### src/rtl/core/mif_pkg.sv
// constants, widths and types for the fermat modular inverse core
// no dependencies; imported by every module of the core
package mif_pkg;

	localparam int IN_W = 13;
	localparam int DATA_W = 16;
	localparam int MODULUS = 4621;
	localparam int RES_W = $clog2(MODULUS);
	localparam int EXP_W = 13;
	localparam logic [EXP_W-1:0] EXP_BITS = EXP_W'(MODULUS - 2);
	localparam int STEPS = 2 * EXP_W;

	// reducer input width: covers a full product and the offset input value
	localparam int RED_W = (2 * RES_W > IN_W + 1) ? 2 * RES_W : IN_W + 1;
	localparam int BAR_M = (2 ** RED_W) / MODULUS;
	localparam int BAR_W = $clog2(BAR_M + 1);
	localparam int QUO_W = RED_W - RES_W + 1;

	// multiple of the modulus that lifts any signed input to a nonnegative value
	localparam int IN_OFFSET = MODULUS * ((2 ** (IN_W - 1) + MODULUS - 1) / MODULUS);
	localparam int HALF = MODULUS / 2;

	typedef struct packed {
		logic             valid;
		logic [RES_W-1:0] base;
	} tag_t;

endpackage

### src/rtl/core/mif_outbuf.sv
// two-entry output buffer that keeps the pipeline running while a result waits
// depends on mif_pkg
module mif_outbuf
	import mif_pkg::*;
(
	input  logic            clk,
	input  logic            arst_n,
	input  logic            in_valid,
	input  logic [IN_W-1:0] in_data,
	output logic            full,
	output logic            m_tvalid,
	input  logic            m_tready,
	output logic [IN_W-1:0] m_data
);

	logic [1:0]      count_q;
	logic [IN_W-1:0] ent0_q;
	logic [IN_W-1:0] ent1_q;
	logic            pop;

	assign pop = m_tvalid && m_tready;
	assign m_tvalid = (count_q != 2'd0);
	assign full = (count_q == 2'd2);
	assign m_data = ent0_q;

	// a push never arrives while full, the pipeline is stalled then
	always_ff @(posedge clk or negedge arst_n) begin
		if (!arst_n) begin
			count_q <= 2'd0;
		end else begin
			case (count_q)
				2'd0: begin
					if (in_valid) count_q <= 2'd1;
				end
				2'd1: begin
					if (in_valid && !pop) count_q <= 2'd2;
					else if (!in_valid && pop) count_q <= 2'd0;
				end
				2'd2: begin
					if (pop) count_q <= 2'd1;
				end
				default: begin
					count_q <= 2'd0;
				end
			endcase
		end
	end

	always_ff @(posedge clk) begin
		case (count_q)
			2'd0: begin
				if (in_valid) ent0_q <= in_data;
			end
			2'd1: begin
				if (in_valid && pop) ent0_q <= in_data;
				else if (in_valid) ent1_q <= in_data;
			end
			2'd2: begin
				if (pop) ent0_q <= ent1_q;
			end
			default: begin
				ent0_q <= ent0_q;
			end
		endcase
	end

endmodule

### config.mk
export PLATFORM = sky130hd
export DESIGN_NAME = mif_outbuf
export DESIGN_NICKNAME = d
export VERILOG_FILES = /design/src/rtl/core/mif_pkg.sv /design/src/rtl/core/mif_outbuf.sv
export SDC_FILE = /design/constraint.sdc
export NUM_CORES = 1
export LEC_CHECK = 0
export BUFFER_PORTS_ARGS = -buffer_cell sky130_fd_sc_hd__buf_2
export CELL_PAD_IN_SITES_DETAIL_PLACEMENT = 0
export CELL_PAD_IN_SITES_GLOBAL_PLACEMENT = 2
export CORE_UTILIZATION = 39
export DETAILED_ROUTE_END_ITERATION = 10
export PLACE_DENSITY_LB_ADDON = 0.1
export SLEW_MARGIN = 25
export SYNTH_ARGS = -nofsm -noshare
export SYNTH_HDL_FRONTEND = slang
export SYNTH_SLANG_ARGS = --single-unit
### constraint.sdc
create_clock -name clk -period 3.3 [get_ports clk]
set_input_delay 0.33 -clock clk [delete_from_list [all_inputs] [get_ports clk]]
set_output_delay 0.33 -clock clk [all_outputs]
set_load 0.1 [all_outputs]
After elaboration in Yosys (flattened, before gate mapping) --
Index checks and enable logic that the tools add are counted.
Storage, ports and cells: logic and storage cells 31, bits in registers 28, output and inout bits 15
Operators by class: muxes and demuxes 9, reduce and logical (&&, ||, !) cells 12, equal/unequal tests 6, bitwise operators 1
Operator list (count):
- $mux W13 | 3
- $pmux W13 S3 | 1
- $mux W2 | 4
- $pmux W2 S3 | 1
- $reduce_and A3 Y1 | 2
- $logic_and A1 B1 Y1 | 4
- $ne A2 B2 Y1 const B | 2
- $reduce_and A4 Y1 | 1
- $ne A3 B3 Y1 const B | 1
- $reduce_bool A3 Y1 | 1
- $eq A2 B1 Y1 const B | 1
- $eq A2 B2 Y1 const B | 1
- $logic_not A1 Y1 | 2
- $logic_not A2 Y1 | 1
- $ne A2 B1 Y1 const B | 1
- $reduce_bool A2 Y1 | 1
- $not A1 Y1 | 1

Logic depth before layout (Yosys ltp) --
Gate-level depths: netlist of the first run.
depth after elaboration 6, gate-level depth with buffers 6

Least setup slack after synthesis of the first run --
No wires, ideal clock.
kind register to register, from register count_q[0], to register ent0_q[0] (netlist: m_data[0]), enable pin, path buffers 1, arrival 2.268 ns, cell stages (with the launch flop) 7, clock period less this slack 2.669 ns, slack 0.631 ns, cell sequence dfrtp_1 > buf_4 > or2_2 > and2_1 > ha_1 > mux2i_1 > o21ai_0
Between the ends: longest elaborated chain between the ends 5
Ends and longest elaborated chain:
- start, declared | RTL line mif_outbuf.sv:16 | logic [1:0] count_q;
- start signal, assigned | RTL line mif_outbuf.sv:29 | count_q <= 2'd0;
- start signal, assigned | RTL line mif_outbuf.sv:33 | if (in_valid) count_q <= 2'd1;
- start signal, assigned | RTL line mif_outbuf.sv:36 | if (in_valid && !pop) count_q <= 2'd2;
- $reduce_bool A2 Y1 (*) | RTL line mif_outbuf.sv:22 | assign m_tvalid = (count_q != 2'd0);
- named net m_tvalid | RTL line mif_outbuf.sv:11 | output logic m_tvalid,
- $logic_and A1 B1 Y1 (*) | RTL line mif_outbuf.sv:21 | assign pop = m_tvalid && m_tready;
- $logic_and A1 B1 Y1 | RTL line mif_outbuf.sv:55 | if (in_valid && pop) ent0_q <= in_data;
- $ne A2 B2 Y1 (no source line)
- $reduce_and A4 Y1 (no source line) (*)
- end signal, assigned | RTL line mif_outbuf.sv:55
- end signal, assigned | RTL line mif_outbuf.sv:59 | if (pop) ent0_q <= ent1_q;
- end signal, assigned | RTL line mif_outbuf.sv:62 | ent0_q <= ent0_q;
- end, declared | RTL line mif_outbuf.sv:17 | logic [IN_W-1:0] ent0_q;
Mark *: on every way through the listed nets, which the timed path passes. The rest lies on a longest branch. A chain may end at the register's enable or synchronous reset.

Worst setup path in the final report of the first run --
from register count_q[1], to output port full
Between the ends: longest elaborated chain between the ends 1
Ends and longest elaborated chain:
- $eq A2 B2 Y1 | RTL line mif_outbuf.sv:23 | assign full = (count_q == 2'd2);
- end, declared | RTL line mif_outbuf.sv:10 | output logic full,
No other way between the ends.

==> flow_summary.yaml, run 1 <==
global_route:
  grt_max_degree: 16
  gr-usage-met2_pct: 17.31
  gr-total-overflow: 0
  gr-usage-met1_pct: 13.92
  grt_pass1_vias: 597
  busiest_layer: "met2"
  grt_usage_pct: 11.33
  grtUsageMet3_pct: 2.948
  grt_first_pass_wirelength_um: 2691
  antenna_found_initial: 0
synthesis:
  synthAdderAreaFrac_pct: 3.185
  synth-compound-area-share_pct: 1.592
  syn_area_um2: 1179
  synth_area_per_cell_um2: 19.32
  synth_top_family_by_area: "multiplexers"
  synth-seq-area-share_pct: 70.49
  synth_xor_area_share_pct: 0
  netlist_top_cells_area: "edfxtp_1 66%, mux2_4 10%, mux2_2 4.8%, dfrtp_1 4.2%, ha_1 3.2%"
  synth-seq-cells: 28
  yosysTopAreaCellShare_pct: 66.24
  yosysTopAreaCell: "edfxtp_1"
  yosys.area_share.simple_pct: 4.459
  syn_inst: 61
  yosysUniqueCellTypes: 18
  yosysWarningCount: 0
  synthesis.nets: 81
  synthMuxAreaShare_pct: 16.67
routing:
  routed_wl_um: 1696
  drt_iter0_markers: 3
  dr.pass1.iters: 7
  ant_nets: 0
  vias: 611
  viasPerCell: 4.849
  drc: 2
  wl_per_cell_um: 13.46
layout:
  syn2layout_area_growth_pct: 18.05
  regArea_um2: 830.8
  drive_above_1_share_pct: 54.74
  n_antenna_cell: 0
  nNetsFinal: 116
  num-fill-cells: 267
  multiInputGateArea_um2: 309.0
clocking:
  cts.sinks: 28
  clkLatencyLatePin_ps: 320
  cts_buffer_depth: 2
  clk_pin_slew_worst_paths_ps: 140
  clockRootBuffer: "clkbuf_4"
  cts_max_level: 1
  cts_made_buffers: 3
  cts_resized: 0
  cts_tree: "built"
min_path:
  hold_depth: 1
  hold_path_class: "input port to flop"
critical_path:
  critical_path_arrival_ps: 1860
  max_stage_delay_ps: 530
  ff2ff_path_depth: 6
  crit_fanout: 15
  critPathLaunchType: "flop"
  path_cells: "nor2b_4 -> buf_2"
  cp.required_ps: 2970
  slowest_stage: "nor2b_4"
  end_kind: "output port"
  critPathKind: "flop to output port"
sta:
  worstMarginPinSlew_ps: 660.8
  rsz0062_at_grt: "false"
  slew_viol_final: 0
  post-route-period-util_pct: 66.50
  setup_tns_ps: 0
  finalSetupViolCount: 0
  fin_crit_ps: 2194
  clock.fmax_ghz: 0.4557
  hold_viol_final: 0
  relSlewSlack_pct: 55.94
  fin_worst_skew_ps: 3.426
flow_run:
  max_cap_viol_count: 0
place:
  io_buffers: 31
  place.gp.congestion: 0.6852
  hpwl_um: 1202
floorplan:
  rows: 19
  design.core.area_um2: 2805
  io_pins: 32
  fp.dieH_um: 56.98
  start_util_pct: 42.02
  die_area_um2: 3246
  fp.dieW_um: 56.98
status:
  outcome: "finished with violations"
  violations: "DRC"
-- worst paths after layout --
path | start | endpoint | slack (ps)
worst max-delay path | count_q[1]$_DFFE_PN0P_ | full | 1110
worst max register to register | count_q[0]$_DFFE_PN0P_ | ent1_q[0]$_DFFE_PP_ | 1120
worst min register to register | ent1_q[7]$_DFFE_PP_ | m_data[7]$_DFFE_PP_ | 570
worst min-delay path | in_data[10] | ent1_q[10]$_DFFE_PP_ | 190
min in group asynchronous | arst_n | count_q[0]$_DFFE_PN0P_ | 290
max in group asynchronous | arst_n | count_q[1]$_DFFE_PN0P_ | 2920
-- worst max-delay path: cells and delay by family (launching register included) --
kind | cells | cell delay (ps)
buffers and inverters | 1 | 530
AND/OR/NAND/NOR | 1 | 530
flip-flops | 1 | 480
-- Yosys cell counts --
cell type and count:
edfxtp_1 26, mux2_4 8, mux2_2 5, ha_1 3, dfrtp_1 2, mux2i_1 2
nand2_1 2, nand3b_1 2, o21ai_0 2, and2_1 1, buf_12 1, buf_4 1
buf_6 1, inv_1 1, nor2_1 1, nor2b_4 1, o2bb2ai_1 1, or2_2 1
-- state kept, by name, indices dropped and copies added, names as in the netlist --
name	flops
m_data	13
ent1_q	13
count_q	2
-- cells in the final DEF, fill, tap and decap left out, types with 2 or more instances in the layout --
master	count
buf_2	31
edfxtp_1	26
mux2_4	8
mux2_2	5
ha_1	3
clkbuf_4	3
nand2_1	2
mux2i_1	2
nand3b_1	2
dfrtp_1	2
-- timing repair --
action                    CTS  global route
hold endpoints to repair    2             0
hold buffers                1             0
buffers inserted            0             0
-- stage by stage --
step,hold WS [ps],cells,setup WS (ps),util [%],area (um2)
floorplan,34.41,61,631.1,-,1179
global placement,116.2,121,1035,47.81,1341
detailed placement,116.7,121,1071,47.95,1345
CTS,171.9,126,1033,49.60,1391
global route,160.9,126,975.9,49.60,1391
finish,189.7,126,1106,49.60,1391
-- cells by family after synthesis --
| logic type | after synthesis |
|---|---|
| simple gates | 8 |
| mux | 15 |
| compound gates | 3 |
| fa+ha+maj | 3 |
| flops | 28 |
| buf+inv | 4 |
-- layer usage --
layer	up-vias	part of all wire [%]
met4	0	1.6
met2	20	46
li1	301	-
met1	288	46
met3	2	5.6
met5	-	0
-- final cells by class --
type,count,area share (%)
Clock buffer,4,2.608
Inverter,1,0.2698
Multi-Input combinational cell,29,22.21
Sequential cell,28,59.71
Tap cell,31,2.788
Timing Repair Buffer,33,12.41
Power of run 1 is left out: the tool's default activity adds up to more than one toggle a clock period on the data nets, which glitch-free logic cannot reach.
==> inputs of run 2 (changes only) <==
--- a/config.mk
+++ b/config.mk
@@ -5,10 +5,11 @@
 export SDC_FILE = /design/constraint.sdc
 export NUM_CORES = 1
 export LEC_CHECK = 0
+export ABC_AREA = 1
 export BUFFER_PORTS_ARGS = -buffer_cell sky130_fd_sc_hd__buf_2
 export CELL_PAD_IN_SITES_DETAIL_PLACEMENT = 0
 export CELL_PAD_IN_SITES_GLOBAL_PLACEMENT = 2
-export CORE_UTILIZATION = 39
+export CORE_UTILIZATION = 29
 export DETAILED_ROUTE_END_ITERATION = 10
 export PLACE_DENSITY_LB_ADDON = 0.1
 export SLEW_MARGIN = 25
==> constraint.sdc (replaced) <==
create_clock -name clk -period 2 [get_ports clk]
set_input_delay 0.2 -clock clk [delete_from_list [all_inputs] [get_ports clk]]
set_output_delay 0.2 -clock clk [all_outputs]
set_load 0.1 [all_outputs]
==> run 2 against run 1 <==
Net effect:
- the flow now finishes without violations
- global-route usage about the same
- first-iteration DRC count grew to 5.3 times the previous value
- cell area grew 3.8%
- critical path type unchanged
- critical endpoint unchanged
- largest cell class unchanged
==> flow_summary.yaml, run 2 <==
layout:
  syn2layout_area_growth_pct: 24.62
  drive_above_1_share_pct: 33.33
  nNetsFinal: 153
  mostFrequentLayoutCell: "nand2_1"
  n_antenna_cell: 0
  num-fill-cells: 399
  final_cell_mix: "40 x nand2_1, 31 x buf_2, 26 x edfxtp_1, 7 x inv_1"
clocking:
  cts.sinks: 28
  clkLatencyLatePin_ps: 270
  cts_buffer_depth: 2
  clk_pin_slew_worst_paths_ps: 100
  cts_made_buffers: 3
  clockRootBuffer: "clkbuf_8"
  cts_tree: "built"
  cts_max_level: 1
  post_cts_buffers: 0
floorplan:
  io_pins: 32
  rows: 22
  start_util_pct: 30.95
  design.core.area_um2: 3744
  fp.dieH_um: 65.21
  die_area_um2: 4252
  fp.dieW_um: 65.21
critical_path:
  end_kind: "output port"
  ff2ff_path_depth: 7
  critPathKind: "flop to output port"
  crit_fanout: 14
  critPathLaunchType: "flop"
  rrSetupSlack_ps: 420
  critical_path_arrival_ps: 1600
  cp.required_ps: 1800
synthesis:
  synth-seq-area-share_pct: 71.71
  synthesis.nets: 116
  synth_edf_count: 26
  netlist_top_cells_area: "edfxtp_1 67%, nand2_1 13%, dfrtp_1 4.3%, ha_1 3.2%, inv_1 2.3%"
  synthAdderAreaFrac_pct: 3.240
  synth-seq-cells: 28
  yosysMostFrequentCell: "nand2_1"
  syn_inst: 96
  syn_area_um2: 1159
  synth_xor_area_share_pct: 0
  yosys.area_share.simple_pct: 18.79
  synth_top_family_by_area: "simple AND/OR/NAND/NOR gates"
  yosysWarningCount: 0
  yosysUniqueCellTypes: 16
  yosysTopAreaCellShare_pct: 67.39
  synthMuxAreaShare_pct: 0
  synth_flop_cell: "edfxtp_1"
  synth_commonest_cells: "40 x nand2_1, 26 x edfxtp_1, 7 x inv_1"
  ys_async_sr_fraction_pct: 7.143
  yosysTopAreaCell: "edfxtp_1"
  synth_area_per_cell_um2: 12.07
  synth-compound-area-share_pct: 0.8639
min_path:
  hold_path_class: "input port to flop"
  hold_depth: 1
routing:
  drt_iter0_markers: 16
  viasPerCell: 4.172
  wl_per_cell_um: 11.46
  drc: 0
  routed_wl_um: 2063
  ant_nets: 0
  vias: 751
  dr.pass1.iters: 2
sta:
  relSlewSlack_pct: 67.81
  hold_viol_final: 0
  finalSetupViolCount: 0
  post-route-period-util_pct: 89.89
  fin_crit_ps: 1798
  clock.fmax_ghz: 0.5563
  rsz0062_at_grt: "false"
  fin_worst_skew_ps: 6.363
  worstMarginPinSlew_ps: 486.2
  setup_tns_ps: 0
  slew_viol_final: 0
place:
  io_buffers: 31
  place.gp.congestion: 0.7030
status:
  outcome: "completed"
flow_run:
  max_cap_viol_count: 0
global_route:
  grt_usage_pct: 11.32
  grt_pass1_vias: 755
  grt_max_degree: 17
  antenna_found_initial: 0
  grt_first_pass_wirelength_um: 3532
  gr-total-overflow: 0
run 2: cell count changes in the layout (fill, tap and decap cells not counted), sizes merged, moves of 2 or more:
cell and delta:
inv +8, nand3b -2, mux2 -13, nand2 +43, nor2 +3, nand3 +2
mux2i -2
run 2: final timing paths:
kind / from / end
min reg2reg: ent1_q[9]$_DFFE_PP_ / m_data[9]$_DFFE_PP_
min in group asynchronous: arst_n / count_q[1]$_DFFE_PN0P_
max in group asynchronous: arst_n / count_q[0]$_DFFE_PN0P_
max: count_q[0]$_DFFE_PN0P_ / full
max reg2reg: count_q[1]$_DFFE_PN0P_ / ent1_q[10]$_DFFE_PP_
min: in_data[3] / ent1_q[3]$_DFFE_PP_
run 2: final cells by class:
cell class              count  area (um2)  share of cell area (%)
flip-flops and latches     28       830.8                   57.54
multi-input cells          57       265.3                   18.37
repair buffers             34       180.2                   12.48
well taps                  48       60.06                   4.159
clock buffers               3       41.29                   2.860
inverters                   9       36.28                   2.513
clock inverters             1       30.03                   2.080
run 2: routing by layer:
layer	share of wire [%]	routed length (um)	global-route usage, %	vias to the layer above
li1	-	-	-	385
met1	42	864	13.75	346
met2	52	1065	19.07	18
met3	5.4	112	2.604	2
met4	1.0	21	4.891	0
met5	0	0	0	-
run 2: critical path, cell delays in order, from the launching register on:
cell	delay, ps
dfrtp_1	450
inv_2	100
nand2_4	120
inv_4	190
buf_2	460
run 2: timing repair:
action                    4_1_cts  5_1_grt
hold buffers                    1        0
hold endpoints to repair        2        0
gates resized for setup         0        0
run 2: cells by family (layout without fill, tap and decap cells):
| logic type | count (synthesis) | count (layout) |
|---|---|---|
| AOI/OAI and AO/OA | 2 | 2 |
| adders and majority gates | 3 | 3 |
| buffers and inverters | 11 | 47 |
| DFF | 28 | 28 |
| and+or+nand+nor | 52 | 52 |
run 2: through the flow:
step | std cells | util [%] | setup WS, ps | area [um2] | hold slack, ps
CTS | 180 | 38.57 | 171.7 | 1444 | 107.9
detailed placement | 175 | 36.40 | 412.6 | 1363 | -11.75
global placement | 175 | 36.40 | 428.5 | 1363 | -12.23
floorplan | 96 | - | 110.1 | 1159 | -95.59
finish | 180 | 38.57 | 202.3 | 1444 | 110.0
global route | 180 | 38.57 | 97.04 | 1444 | 97.54
Power of run 2 is left out for the same reason.
