## config.mk

```make
export PLATFORM = sky130hd
export DESIGN_NAME = mif_reduce
export DESIGN_NICKNAME = d
export VERILOG_FILES = /design/src/rtl/core/mif_pkg.sv /design/src/rtl/core/mif_reduce.sv
export SDC_FILE = /design/constraint.sdc
export NUM_CORES = 1
export LEC_CHECK = 0
export ABC_AREA = 0
export BUFFER_PORTS_ARGS = -buffer_cell sky130_fd_sc_hd__buf_2
export CORE_ASPECT_RATIO = 1.25
export CORE_MARGIN = 2
export CORE_UTILIZATION = 58
export DETAILED_ROUTE_END_ITERATION = 10
export PLACE_DENSITY = 0.84
export SYNTH_ARGS = -nofsm -noshare
export SYNTH_HDL_FRONTEND = slang
export SYNTH_SLANG_ARGS = --single-unit
```

## constraint.sdc

```tcl
create_clock -name clk -period 5.2 [get_ports clk]
set_clock_uncertainty 0.05 [all_clocks]
set_input_delay 0 -clock clk [delete_from_list [all_inputs] [get_ports clk]]
set_output_delay 0 -clock clk [all_outputs]
set_load 0.02 [all_outputs]
```

## src/rtl/core/mif_pkg.sv

```systemverilog
// constants, widths and types for the fermat modular inverse core
// no dependencies; imported by every module of the core
package mif_pkg;

	localparam int IN_W = 13;
	localparam int DATA_W = 16;
	localparam int MODULUS = 4621;
	localparam int RES_W = $clog2(MODULUS);
	localparam int EXP_W = 13;
	localparam logic [EXP_W-1:0] EXP_BITS = EXP_W'(MODULUS - 2);
	localparam int STEPS = 2 * EXP_W;

	// reducer input width: covers a full product and the offset input value
	localparam int RED_W = (2 * RES_W > IN_W + 1) ? 2 * RES_W : IN_W + 1;
	localparam int BAR_M = (2 ** RED_W) / MODULUS;
	localparam int BAR_W = $clog2(BAR_M + 1);
	localparam int QUO_W = RED_W - RES_W + 1;

	// multiple of the modulus that lifts any signed input to a nonnegative value
	localparam int IN_OFFSET = MODULUS * ((2 ** (IN_W - 1) + MODULUS - 1) / MODULUS);
	localparam int HALF = MODULUS / 2;

	typedef struct packed {
		logic             valid;
		logic [RES_W-1:0] base;
	} tag_t;

endpackage

```

## src/rtl/core/mif_reduce.sv

```systemverilog
// two-stage barrett reduction of a nonnegative value modulo MODULUS
// depends on mif_pkg
module mif_reduce
	import mif_pkg::*;
(
	input  logic             clk,
	input  logic             arst_n,
	input  logic             en,
	input  tag_t             in_tag,
	input  logic [RED_W-1:0] p,
	output tag_t             out_tag,
	output logic [RES_W-1:0] r
);

	localparam int MP_W = RED_W + BAR_W;
	localparam int QM_W = QUO_W + RES_W;

	logic [MP_W-1:0]  mprod;
	logic [QUO_W-1:0] quo_s1;
	logic [RES_W:0]   p_s1;
	logic             valid_s1;
	logic [RES_W-1:0] base_s1;
	logic [RES_W:0]   qm;
	logic [RES_W:0]   diff;
	logic [RES_W:0]   fix;
	logic             valid_s2;
	logic [RES_W-1:0] base_s2;
	logic [RES_W-1:0] r_s2;

	// quotient estimate is at most one below the true quotient
	assign mprod = MP_W'(p) * MP_W'(BAR_M);

	// remainder is below twice the modulus, so the low bits suffice
	assign qm = (RES_W+1)'(QM_W'(quo_s1) * QM_W'(MODULUS));
	assign diff = p_s1 - qm;
	assign fix = (diff >= (RES_W+1)'(MODULUS)) ? diff - (RES_W+1)'(MODULUS) : diff;

	always_ff @(posedge clk or negedge arst_n) begin
		if (!arst_n) begin
			valid_s1 <= 1'b0;
			valid_s2 <= 1'b0;
		end else if (en) begin
			valid_s1 <= in_tag.valid;
			valid_s2 <= valid_s1;
		end
	end

	always_ff @(posedge clk) begin
		if (en) begin
			quo_s1 <= QUO_W'(mprod >> RED_W);
			p_s1 <= p[RES_W:0];
			base_s1 <= in_tag.base;
			r_s2 <= fix[RES_W-1:0];
			base_s2 <= base_s1;
		end
	end

	assign out_tag = '{valid: valid_s2, base: base_s2};
	assign r = r_s2;

endmodule

```

After elaboration in Yosys (flattened, before gate mapping):

Index checks and enable logic that the tools add are counted.

* register bits: 69
* input port bits: 43
* output and inout port bits: 27
* word-level logic and storage cells: 13

* $add $sub $neg: 2
* multipliers: 2
* order comparisons: 1
* multiplexer cells: 1

Operator list (number)
* multiplier 26 x 13 -> 39 bit, second input constant: 1
* >= comparator 14 x 13 -> 1 bit, second input constant: 1
* multiplier 14 x 13 -> 14 bit, second input constant: 1
* subtractor 14 bit: 1
* two-way mux 13 bit: 1
* subtractor 13 bit, second input constant: 1

Depth between registers and ports, before layout:

Gate-level depths: netlist of run 1.

* depth after elaboration: 4
* mapped depth: 21
* mapped depth without buffers: 21

Least setup slack after synthesis of run 1:

OpenSTA, ideal clock, no wires.

* kind: register to register
* start: register quo_s1[8]
* end: register r_s2[6], in the netlist r[6], data pin
* setup time: 0.263 ns
* arrival: 4.793 ns
* required time: 4.887 ns
* path slack: 0.094 ns
* cell stages (with the launch flop): 18
* path buffers: 1
* clock period less this slack: 5.106 ns
* cell sequence: edfxtp_1 > ha_1 > fa_1 > ha_1 > ha_1 > inv_1 > fa_1 > inv_1 > fa_1 > inv_1 > ha_1 > buf_1 > or4b_2 > mux2_2 > o211ai_4 > a21oi_4 > o2111ai_1 > xnor2_1

* word-level cells in the longest chain between the ends: 4

Ends and longest elaborated chain
* start, declared: RTL line mif_reduce.sv:19 `logic [QUO_W-1:0] quo_s1;`
* start signal, assigned: RTL line mif_reduce.sv:50 `quo_s1 <= QUO_W'(mprod >> RED_W);`
* multiplier 14 x 13 -> 14 bit: RTL line mif_reduce.sv:34 `assign qm = (RES_W+1)'(QM_W'(quo_s1) * QM_W'(MODULUS));`
* subtractor 14 bit: RTL line mif_reduce.sv:35 `assign diff = p_s1 - qm;`
* >= comparator 14 x 13 -> 1 bit: RTL line mif_reduce.sv:36 `assign fix = (diff >= (RES_W+1)'(MODULUS)) ? diff - (RES_W+1)'(MODULUS) : diff;`
* two-way mux 13 bit: RTL line mif_reduce.sv:36
* net fix[6]: RTL line mif_reduce.sv:25 `logic [RES_W:0] fix;`
* end signal, assigned: RTL line mif_reduce.sv:53 `r_s2 <= fix[RES_W-1:0];`
* end, declared: RTL line mif_reduce.sv:28 `logic [RES_W-1:0] r_s2;`

The timed path passes the listed nets, and every way through them passes these cells.
A chain may end at the register's enable or synchronous reset.

Worst setup path after layout of run 1:

* start: input p[8]
* end: register quo_s1[7], data pin

* word-level cells in the longest chain between the ends: 1

Ends and longest elaborated chain
* start, declared: RTL line mif_reduce.sv:10 `input logic [RED_W-1:0] p,`
* multiplier 26 x 13 -> 39 bit: RTL line mif_reduce.sv:31 `assign mprod = MP_W'(p) * MP_W'(BAR_M);`
* net mprod[33]: RTL line mif_reduce.sv:18 `logic [MP_W-1:0] mprod;`

The timed path passes the listed nets, and every way through them passes these cells.

==> qor.txt, run 1 <==
status = finished with violations
violated checks = negative setup slack
Die Area = 19900 µm²
Max Root-Sink Buffers = 2
I/O pin total = 70
first-pass GRT wire length = 35.3 mm
ys flop type = edfxtp_1
CORE AREA = 18600 µm²
synthesis-stage register bit count = 69
Vias/cell = 5.27
final setup margin = -0.0510 ns
Post-synth EDFFs = 67
CP endpoint kind = register
Clock Pin Slew Worst Setup and Hold Paths = 0.06 ns
TritonCTS sink count = 69
Final Non-Filler Cells = 1394
initial core utilization = 58.6%
Hold WC Path Type = input pin to register
post-DP HPWL = 17.5 mm
Final min period = 5.25 ns
setup TNS = -0.0943 ns
Seq/Total Area, Yosys = 19.0%
Die Wd = 126 µm
max cap viols = 0
final core utilization = 67.4%
syn_area_per_cell = 10.6 µm²
worst path arrival time = 5.28 ns
final slew viol count = 0
area grow syn2layout = 15.1%
count leader, synth = inv_1
crit-path max FO = 6
WL per Instance = 15.7 µm
Tightest Pin Transition = 0.823 ns
Final Setup Violations = 2
root buffer cell = clkbuf_16
RePlAce Congestion = 0.887
CTS tree = done
Core Rows = 56
syn nets = 1438
Fmax = 190 MHz
Clock H-tree levels = 3
Worst-Skew Late Latency = 0.33 ns
synthesized cell area = 10900 µm²
Gate Count Post-Synth = 1023
post-synth cell types = 66
synth cell count leaders = inv_1, ha_1, fa_1
All-Layer GR Usage = 22.4%
largest net degree at the start of global routing = 70
n_diodes = 0
Residual DRC = 0
synth top area cells = fa_1, ha_1, edfxtp_1, inv_1, xnor2_1
yosys warns = 0
R2R Setup Slk = 0.14 ns
Crit Path Category = input pin to register
Fillers = 1274
ANT nets after route = 0
Final period util = 101%
Final #Nets = 1572
crit start category = input pin
grt total ovfl = 0
DRT iter0 DRCs = 296
number of hold violations in the final report = 0
Vert. Die Dim = 157 µm
reg-to-reg endpoint = r[11]
launch point of the critical path = p[8]
Async SR Flop Fraction = 2.90%
DRT Pass-1 Iters = 6
R2R depth = 16
cts bufs inserted = 9
Slew HR = 45.2%
area leader, netlist = fa_1
Post-Place Cells = 1346
vias in the first global route = 7933
FF-to-FF Start = quo_s1[8]
share of the synthesized area in the top cell type = 28.9%
final WL = 21.9 mm
Setup crit end = quo_s1[7]
port bufs = 69
initial antenna violation count = 0
vias = 7347
share of cells above drive strength 1 = 14.2%
Critical Path RT = 5.23 ns
## worst min path at each step
stage	startpoint	endpoint	cells after the start
floorplan	arst_n	valid_s1	0
global placement	arst_n	valid_s1	1
detailed placement	arst_n	valid_s2	1
CTS	p[7]	p_s1[7]	2
global route	p[7]	p_s1[7]	2
finish	p[7]	p_s1[7]	2
## area by class of cell
type	instances	area, µm²	area share (%)
timing repair buffer	130	878	7.02
clock inverter	7	81.3	0.650
sequential	69	2060	16.5
tap	232	290	2.32
clock buffer	9	225	1.80
multi-input combinational	609	7710	61.6
inverter	338	1270	10.1
## kinds of logic (layout without fill, tap and decap cells)
logic type	Yosys count	after routing	share of synthesized area (%)
compound gates	106	106	7.04
xor+xnor	50	50	4.10
fa+ha+maj	372	372	53.6
buf+inv	345	484	12.0
flops	69	69	19.0
mux	6	6	0.633
simple gates	75	75	3.60
## per-layer routing
| metal | vias to the layer above | GRT usage, % | part of all wire [%] |
|---|---|---|---|
| met1 | 3639 | 23.7 | 37 |
| met2 | 167 | 44.0 | 56 |
| met5 | - | 0 | 0 |
| met4 | 0 | 9.26 | 3.3 |
| met3 | 46 | 3.06 | 3.3 |
| li1 | 3495 | - | - |
## cells in the final DEF, fill, tap and decap left out, types with 4 or more instances in the layout
cell / instances
edfxtp_1: 67
a31oi_1: 4
inv_6: 4
ha_4: 7
ha_1: 207
nor2b_1: 4
clkbuf_16: 9
buf_2: 70
o211ai_1: 4
o21ai_0: 15
a21o_1: 14
buf_4: 31
inv_1: 335
xor2_1: 19
xnor2_1: 30
dlygate4sd3_1: 25
a211oi_1: 4
fa_1: 157
nor3_1: 5
nand2_1: 20
nand2b_1: 4
buf_6: 4
nand3_1: 6
and3_1: 4
o21ai_1: 4
nor2_1: 12
a21oi_1: 21
## state kept, by name, summed over array words and instances, names as in the netlist
name and cells:
quo_s1 14, valid_s2 1, valid_s1 1, r 13
base_s2 13, base_s1 13, p_s1 14
## timing repair
item | in CTS | in global routing
pin swaps | 0 | 27
cloned | 0 | 1
resized for setup | 2 | 39
hold buffers | 25 | 0
endpoints found under the hold margin | 25 | 0
setup endpoints to repair | 2 | 19
setup buffers | 0 | 6
## stage by stage
step | area [µm²] | hold slack, ns | worst slack, ns
3_3_place_gp | 11700 | -0.264 | 0.133
4_1_cts | 12300 | 0.000540 | 0.0179
6_report | 12500 | 0.00787 | -0.0510
2_1_floorplan | 10900 | -0.346 | 0.0940
5_1_grt | 12500 | 0.0000233 | -0.179
3_5_place_dp | 11700 | -0.261 | 0.00352
## critical path, stage by stage
cell,delay (ns)
dlygate4sd3_1,0.52
buf_2,0.14
buf_4,0.17
ha_1,0.32
fa_1,0.51
fa_1,0.60
inv_1,0.07
fa_1,0.47
fa_1,0.57
inv_1,0.05
ha_1,0.19
a21o_1,0.16
a21o_1,0.19
a211oi_2,0.26
o31a_1,0.25
o2111ai_4,0.17
a31oi_4,0.22
nor3_1,0.07
a311o_1,0.33
Power of run 1 is left out: the tool's default activity adds up to more than one toggle a clock period on the data nets, which glitch-free logic cannot reach.
==> run 2, diff against run 1 <==
- CORE_ASPECT_RATIO: 1.25 -> 1.1
- CORE_UTILIZATION: 58 -> 64
- PLACE_DENSITY: 0.84 -> 0.88
- clock period: 5.2 -> 5.1 ns (I/O delays scaled with it)
==> qor.txt, run 2 (same netlist as run 1, synthesis figures left out) <==
status = finished clean (was finished with violations)
initial core utilization = 65.9% (was 58.6%)
Residual DRC = 0 (unchanged)
CTS tree = done (unchanged)
post-DP HPWL = 17.9 mm (was 17.5 mm)
cts bufs inserted = 9 (unchanged)
Clock Pin Slew Worst Setup and Hold Paths = 0.06 ns (about the same)
final slew viol count = 0 (unchanged)
grt total ovfl = 0 (unchanged)
TritonCTS sink count = 69 (unchanged)
DRT iter0 DRCs = 328 (was 296)
vias = 7611 (was 7347)
largest registers = p_s1: 14 flops, quo_s1: 14 flops (unchanged)
Core Rows = 49 (was 56)
I/O pin total = 70 (unchanged)
WL per Instance = 17.2 µm (was 15.7 µm)
CP endpoint kind = register (unchanged)
initial antenna violation count = 0 (unchanged)
Max Root-Sink Buffers = 2 (unchanged)
final setup margin = 0.00362 ns (was -0.0510 ns)
Tightest Pin Transition = 0.837 ns (was 0.823 ns)
share of cells above drive strength 1 = 15.6% (was 14.2%)
R2R Setup Slk = 0.004 ns (was 0.14 ns)
crit start category = register (was input pin)
commonest non-fill, non-tap cell in the layout = inv_1 (unchanged)
Worst-Skew Late Latency = 0.34 ns (was 0.33 ns)
RePlAce Congestion = 0.853 (was 0.887)
vias in the first global route = 8692 (was 7933)
port bufs = 69 (unchanged)
root buffer cell = clkbuf_16 (unchanged)
n_diodes = 0 (unchanged)
Slew HR = 44.2% (was 45.2%)
Final #Nets = 1582 (was 1572)
Crit Path Category = register to register (was input pin to register)
post-place instance area = 11700 µm² (about the same)
Vert. Die Dim = 141 µm (was 157 µm)
ANT nets after route = 0 (unchanged)
All-Layer GR Usage = 27.5% (was 22.4%)
final instance area = 12600 µm² (was 12500 µm²)
Die Area = 18100 µm² (was 19900 µm²)
CORE AREA = 16500 µm² (was 18600 µm²)
Setup WS pre-CTS = -0.114 ns (was 0.00352 ns)
area grow syn2layout = 16.2% (was 15.1%)
worst hold margin = 0.00875 ns (was 0.00787 ns)
largest net degree at the start of global routing = 70 (unchanged)
final WL = 23.6 mm (was 21.9 mm)
number of hold violations in the final report = 0 (unchanged)
Final period util = 99.9%
first-pass GRT wire length = 38.9 mm (was 35.3 mm)
Die Wd = 128 µm (was 126 µm)
most frequent cells in the layout = inv_1, ha_1, fa_1, buf_2, edfxtp_1 (unchanged)
Critical Path RT = 5.12 ns (was 5.23 ns)
Clock H-tree levels = 3 (unchanged)
Fmax = 196 MHz
Hold WC Path Type = input pin to register (unchanged)
RSZ-0062 raised after global routing = true
Final Setup Violations = 0 (was 2)
worst path arrival time = 5.12 ns (was 5.28 ns)
Final min period = 5.10 ns
crit-path max FO = 5 (was 6)
DRT Pass-1 Iters = 5 (was 6)
final core utilization = 76.6% (was 67.4%)
Vias/cell = 5.53 (was 5.27)
max cap viols = 0 (unchanged)
[run 2: cell types whose count changed in the layout (fill, tap and decap cells not counted), sizes merged]
cell / previous run / this run
bufinv: 1 / 2
buf: 105 / 112
clkbuf: 9 / 10
clkinv: 1 / 2
inv: 342 / 339
dlygate4sd3: 25 / 27
a21oi: 25 / 26
[run 2: through the flow]
stage | instances | setup TNS (ns)
6_report | 1376 | 0
3_3_place_gp | 1322 | 0
4_1_cts | 1370 | 0
2_1_floorplan | 1023 | 0
5_1_grt | 1376 | -0.788
3_5_place_dp | 1322 | -0.771
[run 2: worst paths after layout]
path / start / to / cells after the start
setup / recovery: quo_s1[5] / r[5] / 18
hold / removal: p[9] / p_s1[9] / 2
setup reg to reg: quo_s1[5] / r[5] / 18
hold reg to reg: base_s1[1] / base_s2[1] / 0
max in group asynchronous: arst_n / valid_s2 / 3
min in group asynchronous: arst_n / valid_s1 / 3
[run 2: per-layer routing]
layer  global-route usage (%)  vias to the layer above  share of wire [%]
met5                        0                        -                  0
met4                     13.7                        0                4.9
met3                     3.64                       98                3.9
met2                     53.4                      241                 55
met1                     28.6                     3761                 37
li1                         -                     3511                  -
[run 2: final cells by class]
| cell class | instances | area, µm² |
|---|---|---|
| Clock buffer | 10 | 239 |
| Clock inverter | 6 | 93.8 |
| Fill cell | 970 | 3850 |
| Inverter | 338 | 1270 |
| Multi-Input combinational cell | 610 | 7770 |
| Sequential cell | 69 | 2060 |
| Tap cell | 204 | 255 |
| Timing Repair Buffer | 139 | 950 |
[run 2: critical path, cell delays in order (launching register included)]
cell and delay, ns:
edfxtp_1 0.46, ha_1 0.32, inv_1 0.06, fa_1 0.54, inv_1 0.06, ha_1 0.30, ha_1 0.32, fa_1 0.52
inv_1 0.05, ha_2 0.31, or2_2 0.30, o31ai_2 0.09, a31oi_4 0.11, a21oi_4 0.25, mux2_4 0.34, o211ai_4 0.28
a21oi_4 0.12, o211ai_1 0.23, xor2_1 0.11
[run 2: what timing repair did]
item	in CTS	in global routing
endpoints found under the hold margin	27	0
setup buffers	4	7
hold buffers	27	0
gates resized for setup	19	30
gates cloned	1	0
pin swaps	12	26
endpoints found under the setup margin	13	20
Power of run 2 is left out for the same reason.
==> run 3, diff against run 2 <==
- ABC_AREA: 0 -> 1
- CTS_CLUSTER_DIAMETER: default -> 40
- PLACE_DENSITY: 0.88 -> 0.87
==> qor.txt, run 3 <==
syn nets = 1747 (was 1438)
port bufs = 69 (unchanged)
Final Setup Violations = 0 (unchanged)
Final min period = 4.99 ns (was 5.10 ns)
final slew viol count = 0 (unchanged)
CP most frequent cell = nand2_1
number of hold violations in the final report = 0 (unchanged)
vias = 9026 (was 7611)
RePlAce Congestion = 1.01 (was 0.853)
TritonCTS sink count = 69 (unchanged)
Die Wd = 134 µm (was 128 µm)
max cap viols = 0 (unchanged)
I/O pin total = 70 (unchanged)
Vias/cell = 5.34 (was 5.53)
Vert. Die Dim = 147 µm (was 141 µm)
post-DP HPWL = 21.3 mm (was 17.9 mm)
Async SR Flop Fraction = 2.90% (unchanged)
initial antenna violation count = 0 (unchanged)
DRT iter0 DRCs = 483 (was 328)
vias in the first global route = 9821 (was 8692)
largest net degree at the start of global routing = 72 (was 70)
initial core utilization = 64.9% (was 65.9%)
Post-synth EDFFs = 67 (unchanged)
status = finished clean (unchanged)
Post-Place Cells = 1641 (was 1322)
WL per Instance = 15.4 µm (was 17.2 µm)
Clock H-tree levels = 3 (unchanged)
Critical Path RT = 5.13 ns (was 5.12 ns)
n_diodes = 0 (unchanged)
Setup WS pre-CTS = 0.0759 ns (was -0.114 ns)
Seq/Total Area, Yosys = 17.4% (was 19.0%)
DRT Pass-1 Iters = 5 (unchanged)
crit start category = register (unchanged)
final core utilization = 72.4% (was 76.6%)
Max Root-Sink Buffers = 2 (unchanged)
delay-heaviest family, CP = adder cells (unchanged)
share of the synthesized area in the top cell type = 26.5% (was 28.9%)
setup TNS = 0 ns (unchanged)
Slew HR = 43.1% (was 44.2%)
Crit path buffers/inverters = 5 (was 3)
Residual DRC = 0 (unchanged)
final WL = 26.0 mm (was 23.6 mm)
All-Layer GR Usage = 27.4% (was 27.5%)
largest registers = p_s1: 14 flops, quo_s1: 14 flops (unchanged)
CTS tree = done (unchanged)
synth top area cells = fa_1, ha_1, edfxtp_1, inv_1, nand2_1 (was fa_1, ha_1, edfxtp_1, inv_1, xnor2_1)
area leader, netlist = fa_1 (unchanged)
post-synth cell types = 36 (was 66)
grt total ovfl = 0 (unchanged)
Worst-Skew Late Latency = 0.34 ns (about the same)
Clock Pin Slew Worst Setup and Hold Paths = 0.06 ns (about the same)
Fmax = 200 MHz (was 196 MHz)
Final Non-Filler Cells = 1689 (was 1376)
Tightest Pin Transition = 0.853 ns (was 0.837 ns)
slowest CP cell = fa_1 (unchanged)
RSZ-0062 raised after global routing = true (unchanged)
Crit Path Category = register to register (unchanged)
Final period util = 97.9% (was 99.9%)
ANT nets after route = 0 (unchanged)
syn_area_per_cell = 8.91 µm² (was 10.6 µm²)
CORE AREA = 18300 µm² (was 16500 µm²)
synthesized cell area = 11900 µm² (was 10900 µm²)
Gate Count Post-Synth = 1332 (was 1023)
ys flop type = edfxtp_1 (unchanged)
first-pass GRT wire length = 43.0 mm (was 38.9 mm)
share of cells above drive strength 1 = 9.89% (was 15.6%)
Die Area = 19600 µm² (was 18100 µm²)
crit-path max FO = 8 (was 5)
synth cell count leaders = inv_1, ha_1, nand2_1 (was inv_1, ha_1, fa_1)
Core Rows = 52 (was 49)
worst path arrival time = 5.02 ns (was 5.12 ns)
slowest stage delay, CP = 0.54 ns (about the same)
most frequent cells in the layout = inv_1, ha_1, nand2_1, fa_1 (was inv_1, ha_1, fa_1, buf_2, edfxtp_1)
Fillers = 1337 (was 970)
synthesis-stage register bit count = 69 (unchanged)
final setup margin = 0.107 ns (was 0.00362 ns)
CP endpoint kind = register (unchanged)
commonest non-fill, non-tap cell in the layout = inv_1 (unchanged)
yosys warns = 0 (unchanged)
cts bufs inserted = 9 (unchanged)
Final #Nets = 1856 (was 1582)
area grow syn2layout = 11.5% (was 16.2%)
count leader, synth = inv_1 (unchanged)
Hold WC Path Type = input pin to register (unchanged)
root buffer cell = clkbuf_16 (unchanged)
run 3: changes by cell type in the layout (fill, tap and decap cells not counted), moves of 8 or more:
cell | previous run | this run
xnor2_1 | 29 | 13
buf_4 | 40 | 7
a21o_1 | 14 | 4
a21oi_1 | 20 | 45
nand2_1 | 19 | 191
nand4_1 | 3 | 11
inv_1 | 333 | 409
nor2_1 | 11 | 46
nand3_1 | 5 | 41
run 3: final cells by class:
class | instances | area (µm²) | area share [%]
clock buffer | 9 | 225 | 1.70
clock inverter | 7 | 73.8 | 0.558
inverter | 419 | 1580 | 11.9
multi-input combinational | 841 | 8340 | 63.0
sequential | 69 | 2060 | 15.6
tap | 243 | 304 | 2.30
timing repair buffer | 100 | 643 | 4.86
timing repair inverter | 1 | 5.00 | 0.0378
run 3: worst paths after layout:
check	start	endpoint	slack, ns	depth (start not counted)
worst min register to register	base_s1[0]	base_s2[0]	0.37	0
worst min-delay path	p[9]	p_s1[9]	0.01	1
worst max-delay path	quo_s1[8]	r[11]	0.11	25
min in group asynchronous	arst_n	valid_s1	0.49	3
max in group asynchronous	arst_n	valid_s2	4.39	3
worst max register to register	quo_s1[8]	r[11]	0.11	25
run 3: through the flow:
step	hold slack, ns	area, µm²
final	0.0113	13200
after global routing	0.00660	13200
after CTS	0.00413	13000
after detailed placement	-0.262	12500
after global placement	-0.265	12500
after floorplan	-0.346	11900
run 3: kinds of logic after synthesis:
family	share of synthesized area [%]
fa+ha+maj	49.2
compound gates	4.78
flops	17.4
simple gates	12.2
buf+inv	13.6
xor+xnor	2.89
run 3: what timing repair did:
item / in CTS / in global routing
resized for setup: 0 / 32
setup buffers: 0 / 6
endpoints found under the hold margin: 24 / 0
endpoints found under the setup margin: 0 / 19
hold buffers: 24 / 0
run 3: routing by layer:
| metal | vias up | global-route usage [%] | part of all wire (%) | routed length (µm) |
|---|---|---|---|---|
| met1 | 4359 | 30.3 | 38 | 9830 |
| met5 | - | 0 | 0 | 0 |
| li1 | 4310 | - | - | - |
| met3 | 81 | 3.14 | 4.3 | 1110 |
| met4 | 0 | 10.6 | 3.4 | 874 |
| met2 | 276 | 53.1 | 55 | 14200 |
Power of run 3 is left out for the same reason.
